$ cat src/rtl/sm83_pkg.sv
`timescale 1ns / 1ps
// ----------------------------------------------------------------------------
// SM83 execute package
// Opcode codes, flag positions, cycle counts, queued item and result formats.
// ----------------------------------------------------------------------------
package sm83_pkg;

	typedef enum logic [3:0] {
		OP_STOP   = 4'h0,
		OP_LD_DE  = 4'h1,
		OP_ST_DE  = 4'h2,
		OP_DE_INC = 4'h3,
		OP_D_INC  = 4'h4,
		OP_D_DEC  = 4'h5,
		OP_LD_D   = 4'h6,
		OP_RLA    = 4'h7,
		OP_JR     = 4'h8,
		OP_ADD_HL = 4'h9,
		OP_LD_A   = 4'hA,
		OP_DE_DEC = 4'hB,
		OP_E_INC  = 4'hC,
		OP_E_DEC  = 4'hD,
		OP_LD_E   = 4'hE,
		OP_RRA    = 4'hF
	} op_t;

	localparam int unsigned FLAG_Z = 3;
	localparam int unsigned FLAG_N = 2;
	localparam int unsigned FLAG_H = 1;
	localparam int unsigned FLAG_C = 0;

	localparam logic [3:0] CYCLES_SHORT = 4'd4;
	localparam logic [3:0] CYCLES_MID   = 4'd8;
	localparam logic [3:0] CYCLES_LONG  = 4'd12;

	typedef struct packed {
		op_t         op;
		logic [7:0]  operand_lo;
		logic [7:0]  operand_hi;
		logic [7:0]  read_data;
		logic [15:0] pc_delta;
		logic [3:0]  cycles;
	} uop_t;

	typedef struct packed {
		logic [7:0]  acc_value;
		logic [7:0]  d_value;
		logic [7:0]  e_value;
		logic [7:0]  h_value;
		logic [7:0]  l_value;
		logic [3:0]  flag_bits;
		logic [15:0] next_pc;
		logic        halted_by_stop;
		logic [15:0] bus_address;
		logic        bus_write;
		logic [7:0]  bus_data;
		logic [3:0]  cycle_count;
	} result_t;

endpackage

$ cat src/rtl/sm83_in_if.sv
`timescale 1ns / 1ps
// ----------------------------------------------------------------------------
// SM83 instruction channel
// Valid/ready channel that carries one instruction item.
// ----------------------------------------------------------------------------
interface sm83_in_if;
	logic       valid;
	logic       ready;
	logic [3:0] mode;
	logic [7:0] operand_lo;
	logic [7:0] operand_hi;
	logic [7:0] read_data;

	modport source (output valid, output mode, output operand_lo, output operand_hi,
		output read_data, input ready);
	modport sink (input valid, input mode, input operand_lo, input operand_hi,
		input read_data, output ready);
endinterface

$ cat src/rtl/sm83_out_if.sv
`timescale 1ns / 1ps
// ----------------------------------------------------------------------------
// SM83 result channel
// Valid/ready channel that carries one result item.
// ----------------------------------------------------------------------------
interface sm83_out_if;
	logic        valid;
	logic        ready;
	logic [7:0]  acc_value;
	logic [7:0]  d_value;
	logic [7:0]  e_value;
	logic [7:0]  h_value;
	logic [7:0]  l_value;
	logic [3:0]  flag_bits;
	logic [15:0] next_pc;
	logic        halted_by_stop;
	logic [15:0] bus_address;
	logic        bus_write;
	logic [7:0]  bus_data;
	logic [3:0]  cycle_count;

	modport source (output valid, output acc_value, output d_value, output e_value,
		output h_value, output l_value, output flag_bits, output next_pc,
		output halted_by_stop, output bus_address, output bus_write, output bus_data,
		output cycle_count, input ready);
	modport sink (input valid, input acc_value, input d_value, input e_value,
		input h_value, input l_value, input flag_bits, input next_pc,
		input halted_by_stop, input bus_address, input bus_write, input bus_data,
		input cycle_count, output ready);
endinterface

$ cat src/rtl/sm83_front.sv
`timescale 1ns / 1ps
// ----------------------------------------------------------------------------
// SM83 front end
// Accepts instruction items, classifies the opcode and works out the cycle
// count and the program counter step before the item enters the queue.
// ----------------------------------------------------------------------------
module sm83_front (
	sm83_in_if.sink        instr,
	output logic           push_valid,
	input  logic           push_ready,
	output sm83_pkg::uop_t push_data
);

	sm83_pkg::op_t op;

	assign op = sm83_pkg::op_t'(instr.mode);

	assign instr.ready = push_ready;
	assign push_valid  = instr.valid;

	always_comb begin
		push_data.op         = op;
		push_data.operand_lo = instr.operand_lo;
		push_data.operand_hi = instr.operand_hi;
		push_data.read_data  = instr.read_data;
		push_data.pc_delta   = 16'd0;
		push_data.cycles     = sm83_pkg::CYCLES_SHORT;
		unique case (op)
			sm83_pkg::OP_STOP, sm83_pkg::OP_D_INC, sm83_pkg::OP_D_DEC,
			sm83_pkg::OP_E_INC, sm83_pkg::OP_E_DEC, sm83_pkg::OP_RLA,
			sm83_pkg::OP_RRA: begin
				push_data.cycles = sm83_pkg::CYCLES_SHORT;
			end
			sm83_pkg::OP_LD_DE: begin
				push_data.pc_delta = 16'd2;
				push_data.cycles   = sm83_pkg::CYCLES_LONG;
			end
			sm83_pkg::OP_LD_D, sm83_pkg::OP_LD_E: begin
				push_data.pc_delta = 16'd1;
				push_data.cycles   = sm83_pkg::CYCLES_MID;
			end
			sm83_pkg::OP_JR: begin
				push_data.pc_delta = {{8{instr.operand_lo[7]}}, instr.operand_lo} + 16'd1;
				push_data.cycles   = sm83_pkg::CYCLES_LONG;
			end
			sm83_pkg::OP_ST_DE, sm83_pkg::OP_DE_INC, sm83_pkg::OP_DE_DEC,
			sm83_pkg::OP_ADD_HL, sm83_pkg::OP_LD_A: begin
				push_data.cycles = sm83_pkg::CYCLES_MID;
			end
		endcase
	end

endmodule

$ cat src/rtl/sm83_queue.sv
`timescale 1ns / 1ps
// ----------------------------------------------------------------------------
// SM83 instruction queue
// Small first-in first-out buffer of classified items between the front end
// and the execute back end. Push and pop may happen in the same cycle.
// ----------------------------------------------------------------------------
module sm83_queue #(
	parameter int unsigned DEPTH = 2
) (
	input  logic           clk,
	input  logic           arst_n,
	input  logic           push_valid,
	output logic           push_ready,
	input  sm83_pkg::uop_t push_data,
	output logic           pop_valid,
	input  logic           pop_ready,
	output sm83_pkg::uop_t pop_data
);

	localparam int unsigned IDX_W = (DEPTH > 1) ? $clog2(DEPTH) : 1;
	localparam int unsigned CNT_W = $clog2(DEPTH + 1);
	localparam logic [IDX_W-1:0] LAST_IDX = IDX_W'(DEPTH - 1);
	localparam logic [CNT_W-1:0] FULL_CNT = CNT_W'(DEPTH);

	sm83_pkg::uop_t   entry_q [DEPTH];
	logic [IDX_W-1:0] wr_ptr_q;
	logic [IDX_W-1:0] rd_ptr_q;
	logic [CNT_W-1:0] count_q;
	logic             push;
	logic             pop;

	assign push_ready = (count_q != FULL_CNT);
	assign pop_valid  = (count_q != '0);
	assign push       = push_valid && push_ready;
	assign pop        = pop_valid && pop_ready;
	assign pop_data   = entry_q[rd_ptr_q];

	always_ff @(posedge clk) begin
		if (push) begin
			entry_q[wr_ptr_q] <= push_data;
		end
	end

	always_ff @(posedge clk or negedge arst_n) begin
		if (!arst_n) begin
			wr_ptr_q <= '0;
			rd_ptr_q <= '0;
			count_q  <= '0;
		end else begin
			if (push) begin
				wr_ptr_q <= (wr_ptr_q == LAST_IDX) ? '0 : wr_ptr_q + 1'b1;
			end
			if (pop) begin
				rd_ptr_q <= (rd_ptr_q == LAST_IDX) ? '0 : rd_ptr_q + 1'b1;
			end
			if (push && !pop) begin
				count_q <= count_q + 1'b1;
			end else if (pop && !push) begin
				count_q <= count_q - 1'b1;
			end
		end
	end

endmodule

$ cat src/rtl/sm83_back.sv
`timescale 1ns / 1ps
// ----------------------------------------------------------------------------
// SM83 execute back end
// Holds the architectural registers, carries out one queued item per cycle
// unless a held result stalls, and puts its result in the output register.
// ----------------------------------------------------------------------------
module sm83_back (
	input  logic           clk,
	input  logic           arst_n,
	input  logic           pop_valid,
	output logic           pop_ready,
	input  sm83_pkg::uop_t pop_data,
	sm83_out_if.source     result
);

	logic [7:0]        acc_q;
	logic [7:0]        reg_d_q;
	logic [7:0]        reg_e_q;
	logic [7:0]        reg_h_q;
	logic [7:0]        reg_l_q;
	logic [3:0]        flag_q;
	logic [15:0]       pc_q;
	logic              stop_q;
	logic              out_valid_q;
	sm83_pkg::result_t res_q;

	logic [7:0]        acc_n;
	logic [7:0]        d_n;
	logic [7:0]        e_n;
	logic [7:0]        h_n;
	logic [7:0]        l_n;
	logic [3:0]        flag_n;
	logic              stop_n;
	logic [15:0]       pc_n;
	logic [15:0]       de;
	logic [15:0]       de_inc;
	logic [15:0]       de_dec;
	logic [16:0]       hl_sum;
	logic [12:0]       hl_half;
	logic [7:0]        inc_val;
	logic [7:0]        dec_val;
	logic [7:0]        inc_src;
	logic [7:0]        dec_src;
	logic              fire;
	sm83_pkg::result_t res_n;

	assign pop_ready = !out_valid_q || result.ready;
	assign fire      = pop_valid && pop_ready;

	assign de      = {reg_d_q, reg_e_q};
	assign de_inc  = de + 16'd1;
	assign de_dec  = de - 16'd1;
	assign hl_sum  = {1'b0, reg_h_q, reg_l_q} + {1'b0, de};
	assign hl_half = {1'b0, reg_h_q[3:0], reg_l_q} + {1'b0, de[11:0]};
	assign pc_n    = pc_q + pop_data.pc_delta;
	assign inc_src = (pop_data.op == sm83_pkg::OP_E_INC) ? reg_e_q : reg_d_q;
	assign dec_src = (pop_data.op == sm83_pkg::OP_E_DEC) ? reg_e_q : reg_d_q;
	assign inc_val = inc_src + 8'd1;
	assign dec_val = dec_src - 8'd1;

	always_comb begin
		acc_n  = acc_q;
		d_n    = reg_d_q;
		e_n    = reg_e_q;
		h_n    = reg_h_q;
		l_n    = reg_l_q;
		flag_n = flag_q;
		stop_n = stop_q;
		res_n.bus_address = 16'd0;
		res_n.bus_write   = 1'b0;
		res_n.bus_data    = 8'd0;
		unique case (pop_data.op)
			sm83_pkg::OP_STOP: begin
				stop_n = 1'b1;
			end
			sm83_pkg::OP_LD_DE: begin
				d_n = pop_data.operand_hi;
				e_n = pop_data.operand_lo;
			end
			sm83_pkg::OP_ST_DE: begin
				res_n.bus_address = de;
				res_n.bus_write   = 1'b1;
				res_n.bus_data    = acc_q;
			end
			sm83_pkg::OP_DE_INC: begin
				{d_n, e_n} = de_inc;
			end
			sm83_pkg::OP_DE_DEC: begin
				{d_n, e_n} = de_dec;
			end
			sm83_pkg::OP_D_INC, sm83_pkg::OP_E_INC: begin
				if (pop_data.op == sm83_pkg::OP_D_INC) begin
					d_n = inc_val;
				end else begin
					e_n = inc_val;
				end
				flag_n[sm83_pkg::FLAG_Z] = (inc_val == 8'd0);
				flag_n[sm83_pkg::FLAG_N] = 1'b0;
				flag_n[sm83_pkg::FLAG_H] = (inc_src[3:0] == 4'hF);
			end
			sm83_pkg::OP_D_DEC, sm83_pkg::OP_E_DEC: begin
				if (pop_data.op == sm83_pkg::OP_D_DEC) begin
					d_n = dec_val;
				end else begin
					e_n = dec_val;
				end
				flag_n[sm83_pkg::FLAG_Z] = (dec_val == 8'd0);
				flag_n[sm83_pkg::FLAG_N] = 1'b1;
				flag_n[sm83_pkg::FLAG_H] = (dec_src[3:0] == 4'h0);
			end
			sm83_pkg::OP_LD_D: begin
				d_n = pop_data.operand_lo;
			end
			sm83_pkg::OP_LD_E: begin
				e_n = pop_data.operand_lo;
			end
			sm83_pkg::OP_RLA: begin
				acc_n  = {acc_q[6:0], flag_q[sm83_pkg::FLAG_C]};
				flag_n = {3'b000, acc_q[7]};
			end
			sm83_pkg::OP_RRA: begin
				acc_n  = {flag_q[sm83_pkg::FLAG_C], acc_q[7:1]};
				flag_n = {3'b000, acc_q[0]};
			end
			sm83_pkg::OP_JR: begin
				stop_n = stop_q;
			end
			sm83_pkg::OP_ADD_HL: begin
				{h_n, l_n} = hl_sum[15:0];
				flag_n[sm83_pkg::FLAG_N] = 1'b0;
				flag_n[sm83_pkg::FLAG_H] = hl_half[12];
				flag_n[sm83_pkg::FLAG_C] = hl_sum[16];
			end
			sm83_pkg::OP_LD_A: begin
				acc_n             = pop_data.read_data;
				res_n.bus_address = de;
			end
		endcase
		res_n.acc_value      = acc_n;
		res_n.d_value        = d_n;
		res_n.e_value        = e_n;
		res_n.h_value        = h_n;
		res_n.l_value        = l_n;
		res_n.flag_bits      = flag_n;
		res_n.next_pc        = pc_n;
		res_n.halted_by_stop = stop_n;
		res_n.cycle_count    = pop_data.cycles;
	end

	always_ff @(posedge clk or negedge arst_n) begin
		if (!arst_n) begin
			acc_q       <= '0;
			reg_d_q     <= '0;
			reg_e_q     <= '0;
			reg_h_q     <= '0;
			reg_l_q     <= '0;
			flag_q      <= '0;
			pc_q        <= '0;
			stop_q      <= 1'b0;
			out_valid_q <= 1'b0;
		end else begin
			if (fire) begin
				acc_q   <= acc_n;
				reg_d_q <= d_n;
				reg_e_q <= e_n;
				reg_h_q <= h_n;
				reg_l_q <= l_n;
				flag_q  <= flag_n;
				pc_q    <= pc_n;
				stop_q  <= stop_n;
			end
			if (pop_ready) begin
				out_valid_q <= pop_valid;
			end
		end
	end

	always_ff @(posedge clk) begin
		if (fire) begin
			res_q <= res_n;
		end
	end

	assign result.valid          = out_valid_q;
	assign result.acc_value      = res_q.acc_value;
	assign result.d_value        = res_q.d_value;
	assign result.e_value        = res_q.e_value;
	assign result.h_value        = res_q.h_value;
	assign result.l_value        = res_q.l_value;
	assign result.flag_bits      = res_q.flag_bits;
	assign result.next_pc        = res_q.next_pc;
	assign result.halted_by_stop = res_q.halted_by_stop;
	assign result.bus_address    = res_q.bus_address;
	assign result.bus_write      = res_q.bus_write;
	assign result.bus_data       = res_q.bus_data;
	assign result.cycle_count    = res_q.cycle_count;

endmodule

$ cat src/rtl/sm83_row1_instruction_execute_core.sv
// An accepted item is registered in the queue, then in the output register.
// Throughput: one item per cycle while the result channel is ready; the back
// end's register update lands as each item pops, so no item waits on another.
// The input stalls only when the instruction queue is full.
// Reset clears all registers, flags, program counter, stop latch and queue.
`timescale 1ns / 1ps
// ----------------------------------------------------------------------------
// SM83 row 1 instruction execute core
// Executes opcodes 0x10 to 0x1F: a front end classifies items, a queue
// decouples it from the back end, which updates the registers.
// ----------------------------------------------------------------------------
module sm83_row1_instruction_execute_core #(
	parameter int unsigned QUEUE_DEPTH = 2
) (
	input  logic       clk,
	input  logic       arst_n,
	sm83_in_if.sink    instr,
	sm83_out_if.source result
);

	logic           push_valid;
	logic           push_ready;
	sm83_pkg::uop_t push_data;
	logic           pop_valid;
	logic           pop_ready;
	sm83_pkg::uop_t pop_data;

	sm83_front u_front (
		.instr      (instr),
		.push_valid (push_valid),
		.push_ready (push_ready),
		.push_data  (push_data)
	);

	sm83_queue #(
		.DEPTH (QUEUE_DEPTH)
	) u_queue (
		.clk        (clk),
		.arst_n     (arst_n),
		.push_valid (push_valid),
		.push_ready (push_ready),
		.push_data  (push_data),
		.pop_valid  (pop_valid),
		.pop_ready  (pop_ready),
		.pop_data   (pop_data)
	);

	sm83_back u_back (
		.clk       (clk),
		.arst_n    (arst_n),
		.pop_valid (pop_valid),
		.pop_ready (pop_ready),
		.pop_data  (pop_data),
		.result    (result)
	);

endmodule

$ cat src/flat_wrapper.sv
// flat-port wrapper written by rule: the top's interface ports become plain ports
module sm83_row1_instruction_execute_core_flat 
#(
	parameter int unsigned QUEUE_DEPTH = 2
)
  (clk, arst_n, instr_valid, instr_mode, instr_operand_lo, instr_operand_hi, instr_read_data, instr_ready, result_valid, result_acc_value, result_d_value, result_e_value, result_h_value, result_l_value, result_flag_bits, result_next_pc, result_halted_by_stop, result_bus_address, result_bus_write, result_bus_data, result_cycle_count, result_ready);
  sm83_in_if instr_i ();
  sm83_out_if result_i ();
  input  logic clk;
  input  logic arst_n;
  input wire logic [$bits(instr_i.valid)-1:0] instr_valid;
  input wire logic [$bits(instr_i.mode)-1:0] instr_mode;
  input wire logic [$bits(instr_i.operand_lo)-1:0] instr_operand_lo;
  input wire logic [$bits(instr_i.operand_hi)-1:0] instr_operand_hi;
  input wire logic [$bits(instr_i.read_data)-1:0] instr_read_data;
  output wire logic [$bits(instr_i.ready)-1:0] instr_ready;
  output wire logic [$bits(result_i.valid)-1:0] result_valid;
  output wire logic [$bits(result_i.acc_value)-1:0] result_acc_value;
  output wire logic [$bits(result_i.d_value)-1:0] result_d_value;
  output wire logic [$bits(result_i.e_value)-1:0] result_e_value;
  output wire logic [$bits(result_i.h_value)-1:0] result_h_value;
  output wire logic [$bits(result_i.l_value)-1:0] result_l_value;
  output wire logic [$bits(result_i.flag_bits)-1:0] result_flag_bits;
  output wire logic [$bits(result_i.next_pc)-1:0] result_next_pc;
  output wire logic [$bits(result_i.halted_by_stop)-1:0] result_halted_by_stop;
  output wire logic [$bits(result_i.bus_address)-1:0] result_bus_address;
  output wire logic [$bits(result_i.bus_write)-1:0] result_bus_write;
  output wire logic [$bits(result_i.bus_data)-1:0] result_bus_data;
  output wire logic [$bits(result_i.cycle_count)-1:0] result_cycle_count;
  input wire logic [$bits(result_i.ready)-1:0] result_ready;
  assign instr_i.valid = instr_valid;
  assign instr_i.mode = instr_mode;
  assign instr_i.operand_lo = instr_operand_lo;
  assign instr_i.operand_hi = instr_operand_hi;
  assign instr_i.read_data = instr_read_data;
  assign instr_ready = instr_i.ready;
  assign result_valid = result_i.valid;
  assign result_acc_value = result_i.acc_value;
  assign result_d_value = result_i.d_value;
  assign result_e_value = result_i.e_value;
  assign result_h_value = result_i.h_value;
  assign result_l_value = result_i.l_value;
  assign result_flag_bits = result_i.flag_bits;
  assign result_next_pc = result_i.next_pc;
  assign result_halted_by_stop = result_i.halted_by_stop;
  assign result_bus_address = result_i.bus_address;
  assign result_bus_write = result_i.bus_write;
  assign result_bus_data = result_i.bus_data;
  assign result_cycle_count = result_i.cycle_count;
  assign result_i.ready = result_ready;
  sm83_row1_instruction_execute_core #(.QUEUE_DEPTH(QUEUE_DEPTH)) u_core (.clk(clk), .arst_n(arst_n), .instr(instr_i), .result(result_i));
endmodule
$ cat config.mk
export PLATFORM = sky130hd
export DESIGN_NAME = sm83_row1_instruction_execute_core_flat
export DESIGN_NICKNAME = d
export VERILOG_FILES = /design/src/rtl/sm83_pkg.sv /design/src/rtl/sm83_in_if.sv /design/src/rtl/sm83_out_if.sv /design/src/rtl/sm83_front.sv /design/src/rtl/sm83_queue.sv /design/src/rtl/sm83_back.sv /design/src/rtl/sm83_row1_instruction_execute_core.sv /design/src/flat_wrapper.sv
export SDC_FILE = /design/constraint.sdc
export NUM_CORES = 1
export LEC_CHECK = 0
export BUFFER_PORTS_ARGS = -buffer_cell sky130_fd_sc_hd__buf_2
export CAP_MARGIN = 20
export CORE_ASPECT_RATIO = 0.6
export CORE_MARGIN = 8
export CORE_UTILIZATION = 53
export DETAILED_ROUTE_END_ITERATION = 6
export HOLD_SLACK_MARGIN = 0.08
export PLACE_DENSITY = 0.72
export SLEW_MARGIN = 20
export SYNTH_ARGS = -nofsm -noshare
export SYNTH_HDL_FRONTEND = slang
export SYNTH_HIERARCHICAL = 1
export SYNTH_SLANG_ARGS = --single-unit
export TNS_END_PERCENT = 30
$ cat constraint.sdc
create_clock -name clk -period 9.3 [get_ports clk]
set_input_delay 1.86 -clock clk [delete_from_list [all_inputs] [get_ports clk]]
set_output_delay 1.86 -clock clk [all_outputs]
set_load 0.01 [all_outputs]
==> results of run 1 <==
power by group:
part	internal, W	switching [W]	leakage (nW)	total [W]
Clock	0.000621	0.000421	0.406	0.00104
Combinational	0.00112	0.00183	3.02	0.00296
Sequential	0.00178	0.000322	2.61	0.00210
Total	0.00353	0.00258	6.04	0.00610
sequential cells by signal (all words and copies together), names as in the netlist, 16 cells and up:
signal                            cells
u_core/u_back/result.bus_address     16
u_core/u_back/pc_q                   16
u_core/u_back/result.next_pc         16
u_core/u_queue/entry_q               96
worst max path at each step:
| stage | startpoint | endpoint | cells past startpoint |
|---|---|---|---|
| after detailed placement | u_core/u_queue/rd_ptr_q$_DFFE_PN0P_ | u_core/u_back/reg_d_q[6]$_DFFE_PN0P_ | 11 |
| after global routing | u_core/u_queue/rd_ptr_q$_DFFE_PN0P_ | u_core/u_back/reg_d_q[6]$_DFFE_PN0P_ | 11 |
| after global placement | u_core/u_queue/rd_ptr_q$_DFFE_PN0P_ | u_core/u_back/result.flag_bits[3]$_DFFE_PP_ | 11 |
| after CTS | u_core/u_queue/rd_ptr_q$_DFFE_PN0P_ | u_core/u_back/reg_d_q[6]$_DFFE_PN0P_ | 11 |
| final | u_core/u_queue/rd_ptr_q$_DFFE_PN0P_ | u_core/u_back/result.flag_bits[3]$_DFFE_PP_ | 11 |
| after floorplan | result_ready | u_core/u_back/result.acc_value[0]$_DFFE_PP_ | 6 |
worst max-delay path, stage by stage, from the launching register on:
cell	delay, ns
dfrtp_2	0.49
buf_4	0.55
mux2_2	0.69
nand4bb_1	0.75
o21ai_0	0.52
ha_1	0.48
nand3_1	0.23
or3_1	0.44
o2111ai_1	0.15
o22ai_1	0.14
a32oi_1	0.21
nand2_1	0.08
cell type report:
cell class                      instances  area (um2)
Clock buffer                           33         676
Multi-Input combinational cell        896        6060
Timing Repair Buffer                  135         706
Fill cell                            2165       10800
Tap cell                              360         450
Sequential cell                       252        7240
Clock inverter                         11         164
Inverter                               29         114
cells by family (layout without fill, tap and decap cells):
group,after synthesis,after routing
flip-flops,252,252
adder cells (fa/ha/maj),42,42
AND/OR/NAND/NOR,421,421
buffers and inverters,149,208
other,1,2
AO/OA/AOI/OAI,301,301
XOR/XNOR,51,51
multiplexers,79,79
cell usage in the layout, fill, tap and decap left out, drive strengths merged, types with 32 or more instances in the layout:
| cell type | Yosys | routed |
|---|---|---|
| edfxtp | 186 | 186 |
| nand2 | 149 | 149 |
| buf | 78 | 135 |
| nor2 | 84 | 84 |
| o21ai | 73 | 73 |
| mux2 | 69 | 69 |
| dfrtp | 66 | 66 |
| a21oi | 65 | 65 |
| ha | 40 | 40 |
| nor3 | 38 | 38 |
| clkbuf | 42 | 33 |
| xnor2 | 32 | 32 |
stage by stage:
stage	std cells	power, W	hold slack [ns]	worst slack, ns	cell area [um2]
3_5_place_dp	1672	0.00501	0.467	4.46	14600
2_1_floorplan	1297	0.00418	0.450	3.30	14000
4_1_cts	1716	0.00607	0.484	4.45	15400
3_3_place_gp	1672	0.00495	0.463	4.43	14600
5_1_grt	1716	0.00649	0.505	4.00	15400
6_report	1716	0.00610	0.482	4.29	15400
routing by layer:
metal | track usage [%] | share of wire, % | vias up
li1 | - | - | 4849
met1 | 36.0 | 49 | 5036
met2 | 30.1 | 39 | 477
met3 | 5.45 | 9.9 | 54
met4 | 4.94 | 2.0 | 0
met5 | 0 | 0 | -
==> out/metrics.csv, run 1 <==
metric,value,unit
clk root buf,clkbuf_16,
Final Hold Fails,0,
simple-gate portion of the synthesized area,14.8,%
VDD IR max,0.267,mV
PwrDens,396,nW/um2
vias in the first global route,9692,
final worst-path cycle share,53.8,%
layout cells sized above 1,20.1,%
final slew viol count,0,
I/O pin cnt,124,
post-route setup TNS,0,ns
top-area cell type share of the netlist area,39.8,%
antenna violations before repair,0,
hold_sp,u_core/u_back/pc_q[5]$_DFFE_PN0P_,
RSZ-0062 raised after global routing,no,
core area,26200,um2
GRT Total Usage,22.6,%
ys async rst share,26.2,%
main combinational cell family by area after synthesis,simple AND/OR/NAND/NOR gates,
CTS tree,yes,
mux cell area share after synthesis,6.52,%
endpoints failing setup,0,
HPWL reported at the end of detailed placement,25800,um
Longest Clk Path Bufs,3,
final design utilization,58.8,%
Period minus WS final,5.01,ns
"flops & latches, synth",252,
number of H-tree levels,1,
worst r2r dst,u_core/u_back/result.flag_bits[3]$_DFFE_PP_,
clock latency on the worst-skew pair,0.54,ns
run status,finished with violations,
Worst Tran Pin Value,1.12,ns
Initial Utilization,53.6,%
die width,226,um
CP startpoint kind,flip-flop,
post-synthesis compound-gate area fraction,14.3,%
cells after synthesis,1296,
final wirelength,36800,um
Post-Synth Adder-Cell Area,3.85,%
"Arr. time, crit path",5.29,ns
pin count of the biggest net entering global routing,81,
Layout Area Growth over Synthesis,9.84,%
failing checks,DRC,
first-pass GRT wire length,56700,um
Pre-Repair DR Iteration Count,7,
critical path endpoint category,flip-flop,
slew margin rel.,24.1,%
# rows,46,
count of cell types in the netlist,84,
"count leader, synth",edfxtp_1,
Worst Path Max Fanout,43,
via count,10400,
Synth top cells by count,"186 x edfxtp_1, 149 x nand2_1, 84 x nor2_1, 71 x o21ai_0, 66 x dfrtp_1",
# DRC,2,
port bufs,123,
worst min path class,flip-flop to flip-flop,
Required @ worst endpoint,9.58,ns
largest cells by area after synthesis,"edfxtp_1 40%, dfrtp_1 12%, mux2_2 4.7%",
clk slew on worst S/H paths,0.07,ns
Hold Path End,u_core/u_back/pc_q[5]$_DFFE_PN0P_,
post-synth top area cell,edfxtp_1,
Max Clk Rate,0.200,GHz
"EDFF count, synth",186,
CTS buffer count,24,
Post-CTS Setup Repair Bufs,0,
CTS sink count,252,
crit path kind,flip-flop to flip-flop,
# Max-Cap Violations,0,
R2R depth,11,
wire per inst,21.5,um
Die ar.,32100,um2
post-cts resize count,0,
ANT cells,0,
Synth Flop Type,edfxtp_1,
die height,142,um
initial drt markers,1243,
post-synthesis xor/xnor area fraction,3.18,%
synthesized area per cell,10.8,um2
Congestion Overflow GR,0,
LEAKAGE,6.04,nW
Post-DRT Antenna Nets,0,
R2R setup slack,4.29,ns
Nets,1412,
Mapped Area,14000,um2
RePlAce Congestion,0.970,
Hold Buf Count CTS,0,
Worst R2R Start,u_core/u_queue/rd_ptr_q$_DFFE_PN0P_,
post-synthesis sequential area ratio,51.6,%
hold depth,2,
drt via density,6.07,
clk_skew,0.0128,ns
Ys Warns,6,
Note: power is estimated with default switching activity, not from simulation.
==> run 2: changes to the inputs <==
--- a/config.mk
+++ b/config.mk
@@ -12,7 +12,7 @@
 export CORE_UTILIZATION = 53
 export DETAILED_ROUTE_END_ITERATION = 6
 export HOLD_SLACK_MARGIN = 0.08
-export PLACE_DENSITY = 0.72
+export PLACE_DENSITY = 0.75
 export SLEW_MARGIN = 20
 export SYNTH_ARGS = -nofsm -noshare
 export SYNTH_HDL_FRONTEND = slang
==> constraint.sdc (replaced) <==
create_clock -name clk -period 4.1 [get_ports clk]
set_input_delay 0.82 -clock clk [delete_from_list [all_inputs] [get_ports clk]]
set_output_delay 0.82 -clock clk [all_outputs]
set_load 0.01 [all_outputs]
==> run 2 against run 1 <==
  * The flow now finishes without violations
  * Combinational power rose by 130%
  * Utilization up 0.33 points
  * Fmax increased by 34%
  * Final area increased by 0.56%
  * Worst hold slack worse by 0.059 ns
  * Power grew 130%
  * Routed wire length rose by 2.2%
  * Global-route usage is 0.55 points higher
  * First-iteration DRC count shrank 1.3%
  * Sequential cell count is the same
  * Critical path type unchanged
  * Largest cell class unchanged
==> out/metrics.csv, run 2 (synthesis gave the netlist of run 1 again) <==
metric,value,unit,change
run status,completed,,was finished with violations
WL met2,15100,um,was 14400 um
endpoints failing setup,0,,unchanged
worst r2r dst,u_core/u_back/result.flag_bits[3]$_DFFE_PP_,,unchanged
Required @ worst endpoint,4.36,ns,was 9.58 ns
wire per inst,21.7,um,was 21.5 um
final slew viol count,0,,unchanged
Die ar.,32100,um2,unchanged
post-route setup slack,0.372,ns,was 4.29 ns
core area,26200,um2,unchanged
worst min path class,primary input to asynchronous set/reset pin,,was flip-flop to flip-flop
max FFs per register,96,,unchanged
# DRC,0,,was 2
layout cells sized above 1,20.9,%,was 20.1%
Longest Clk Path Bufs,3,,unchanged
multi-input gate area in the final layout,6030,um2,was 6060 um2
Congestion Overflow GR,0,,unchanged
storage element area,7240,um2,unchanged
initial drt markers,1227,,was 1243
Hold Buf Count CTS,0,,unchanged
Fillers,2115,,was 2165
LEAKAGE,6.11,nW,was 6.04 nW
antenna violations before repair,0,,unchanged
Worst Path Max Fanout,18,,was 43
vias in the first global route,9980,,was 9692
Layout Area Growth over Synthesis,10.5,%,was 9.84%
CTS sink count,252,,unchanged
CTS buffer count,23,,was 24
Worst R2R Start,u_core/u_queue/rd_ptr_q$_DFFE_PN0P_,,unchanged
R2R setup slack,0.37,ns,was 4.29 ns
die height,142,um,unchanged
first-pass GRT wire length,58200,um,was 56700 um
Pre-Repair DR Iteration Count,7,,unchanged
Max Used Layer,met4,,unchanged
Post-DRT Antenna Nets,0,,unchanged
final worst-path cycle share,90.9,%,was 53.8%
Post-CTS Setup Repair Bufs,0,,unchanged
placed cell area,14700,um2,was 14600 um2
die width,226,um,unchanged
final wirelength,37600,um,was 36800 um
port bufs,123,,unchanged
number of H-tree levels,1,,unchanged
Nets,1435,,was 1412
R2R depth,10,,was 11
Metal-1 WL,18500,um,was 18100 um
clk_skew,0.0219,ns,was 0.0128 ns
VDD IR max,0.434,mV,was 0.267 mV
clock latency on the worst-skew pair,0.53,ns,was 0.54 ns
Final Hold Fails,0,,unchanged
post-route setup TNS,0,ns,unchanged
crit path kind,flip-flop to flip-flop,,unchanged
"Arr. time, crit path",3.99,ns,was 5.29 ns
Worst Tran Pin Value,1.09,ns,was 1.12 ns
HPWL reported at the end of detailed placement,27200,um,was 25800 um
via count,10500,,was 10400
PwrDens,893,nW/um2,was 396 nW/um2
DP Worst Slack,0.340,ns,was 4.46 ns
"Most flops, register",u_core/u_queue/entry_q,,unchanged
# Max-Cap Violations,0,,unchanged
ANT cells,0,,unchanged
CP startpoint kind,flip-flop,,unchanged
CTS tree,yes,,unchanged
GRT Total Usage,23.1,%,was 22.6%
RePlAce Congestion,0.998,,was 0.970
RSZ-0062 raised after global routing,no,,unchanged
met3 WL post-DR,3520,um,was 3650 um
I/O pin cnt,124,,unchanged
"commonest non-fill, non-tap cell in the layout",edfxtp_1,,unchanged
most frequent cells in the layout,"186 x edfxtp_1, 149 x nand2_1, 123 x buf_2",,unchanged
pin count of the biggest net entering global routing,70,,was 81
clk slew on worst S/H paths,0.06,ns,was 0.07 ns
fin area,15500,um2,was 15400 um2
# rows,46,,unchanged
slew margin rel.,27.4,%,was 24.1%
clk root buf,clkbuf_16,,unchanged
Max Clk Rate,0.268,GHz,was 0.200 GHz
drt via density,6.03,,was 6.07
critical path endpoint category,flip-flop,,unchanged
Initial Utilization,53.6,%,unchanged
Period minus WS final,3.73,ns,was 5.01 ns
run 2: cell count changes in the layout (fill, tap and decap cells not counted), sizes merged:
cell      before  now
clkbuf        33   24
clkinv         5   10
clkinvlp       2    3
buf          135  159
run 2: worst max-delay path by stage:
| stage | startpoint | end | slack (ns) | cells after the start |
|---|---|---|---|---|
| after floorplan | result_ready | u_core/u_back/result.acc_value[0]$_DFFE_PP_ | 0.44 | 6 |
| after global placement | u_core/u_queue/rd_ptr_q$_DFFE_PN0P_ | u_core/u_back/result.flag_bits[3]$_DFFE_PP_ | 0.44 | 10 |
| after detailed placement | u_core/u_queue/rd_ptr_q$_DFFE_PN0P_ | u_core/u_back/result.flag_bits[3]$_DFFE_PP_ | 0.34 | 10 |
| after CTS | u_core/u_queue/rd_ptr_q$_DFFE_PN0P_ | u_core/u_back/result.flag_bits[3]$_DFFE_PP_ | 0.32 | 10 |
| after global routing | u_core/u_queue/rd_ptr_q$_DFFE_PN0P_ | u_core/u_back/result.flag_bits[3]$_DFFE_PP_ | 0.16 | 10 |
| final | u_core/u_queue/rd_ptr_q$_DFFE_PN0P_ | u_core/u_back/result.flag_bits[3]$_DFFE_PP_ | 0.37 | 10 |
run 2: power by group:
| part | leakage [nW] | switching (W) | total [W] | internal (W) |
|---|---|---|---|---|
| Sequential | 2.61 | 0.000623 | 0.00466 | 0.00404 |
| Clock | 0.364 | 0.000937 | 0.00221 | 0.00128 |
| Combinational | 3.13 | 0.00431 | 0.00695 | 0.00264 |
| Total | 6.11 | 0.00587 | 0.0138 | 0.00796 |
run 2: final cells by class:
| class | count | area share (%) |
|---|---|---|
| Clock inverter | 17 | 1.21 |
| Sequential cell | 252 | 46.7 |
| Inverter | 29 | 0.735 |
| Tap cell | 360 | 2.91 |
| Clock buffer | 24 | 3.74 |
| Multi-Input combinational cell | 896 | 38.9 |
| Timing Repair Buffer | 159 | 5.80 |
run 2: routing by layer:
layer / global-route usage [%] / vias up
li1: - / 4890
met1: 36.6 / 5078
met2: 31.8 / 464
met3: 5.58 / 40
met4: 3.83 / 0
met5: 0 / -
run 2: repair_timing:
item,CTS,global route
endpoints found under the setup margin,0,2
endpoints found under the hold margin,0,0
gates resized for setup,0,1
run 2: worst max-delay path: stages (launching register included):
cell	delay (ns)
dfrtp_2	0.55
mux2_2	0.51
nand4bb_2	0.47
o21ai_0	0.36
ha_1	0.26
nand3_1	0.16
or3_1	0.41
o2111ai_1	0.10
o22ai_1	0.11
a32oi_1	0.40
nand2_1	0.12
run 2: through the flow:
| step | util (%) | cells | power [W] | hold WS [ns] |
|---|---|---|---|---|
| after floorplan | - | 1297 | 0.00946 | 0.450 |
| after global placement | 56.2 | 1696 | 0.0113 | 0.462 |
| after detailed placement | 56.2 | 1696 | 0.0115 | 0.475 |
| after CTS | 59.1 | 1737 | 0.0138 | 0.453 |
| after global routing | 59.2 | 1737 | 0.0147 | 0.471 |
| final | 59.2 | 1737 | 0.0138 | 0.423 |
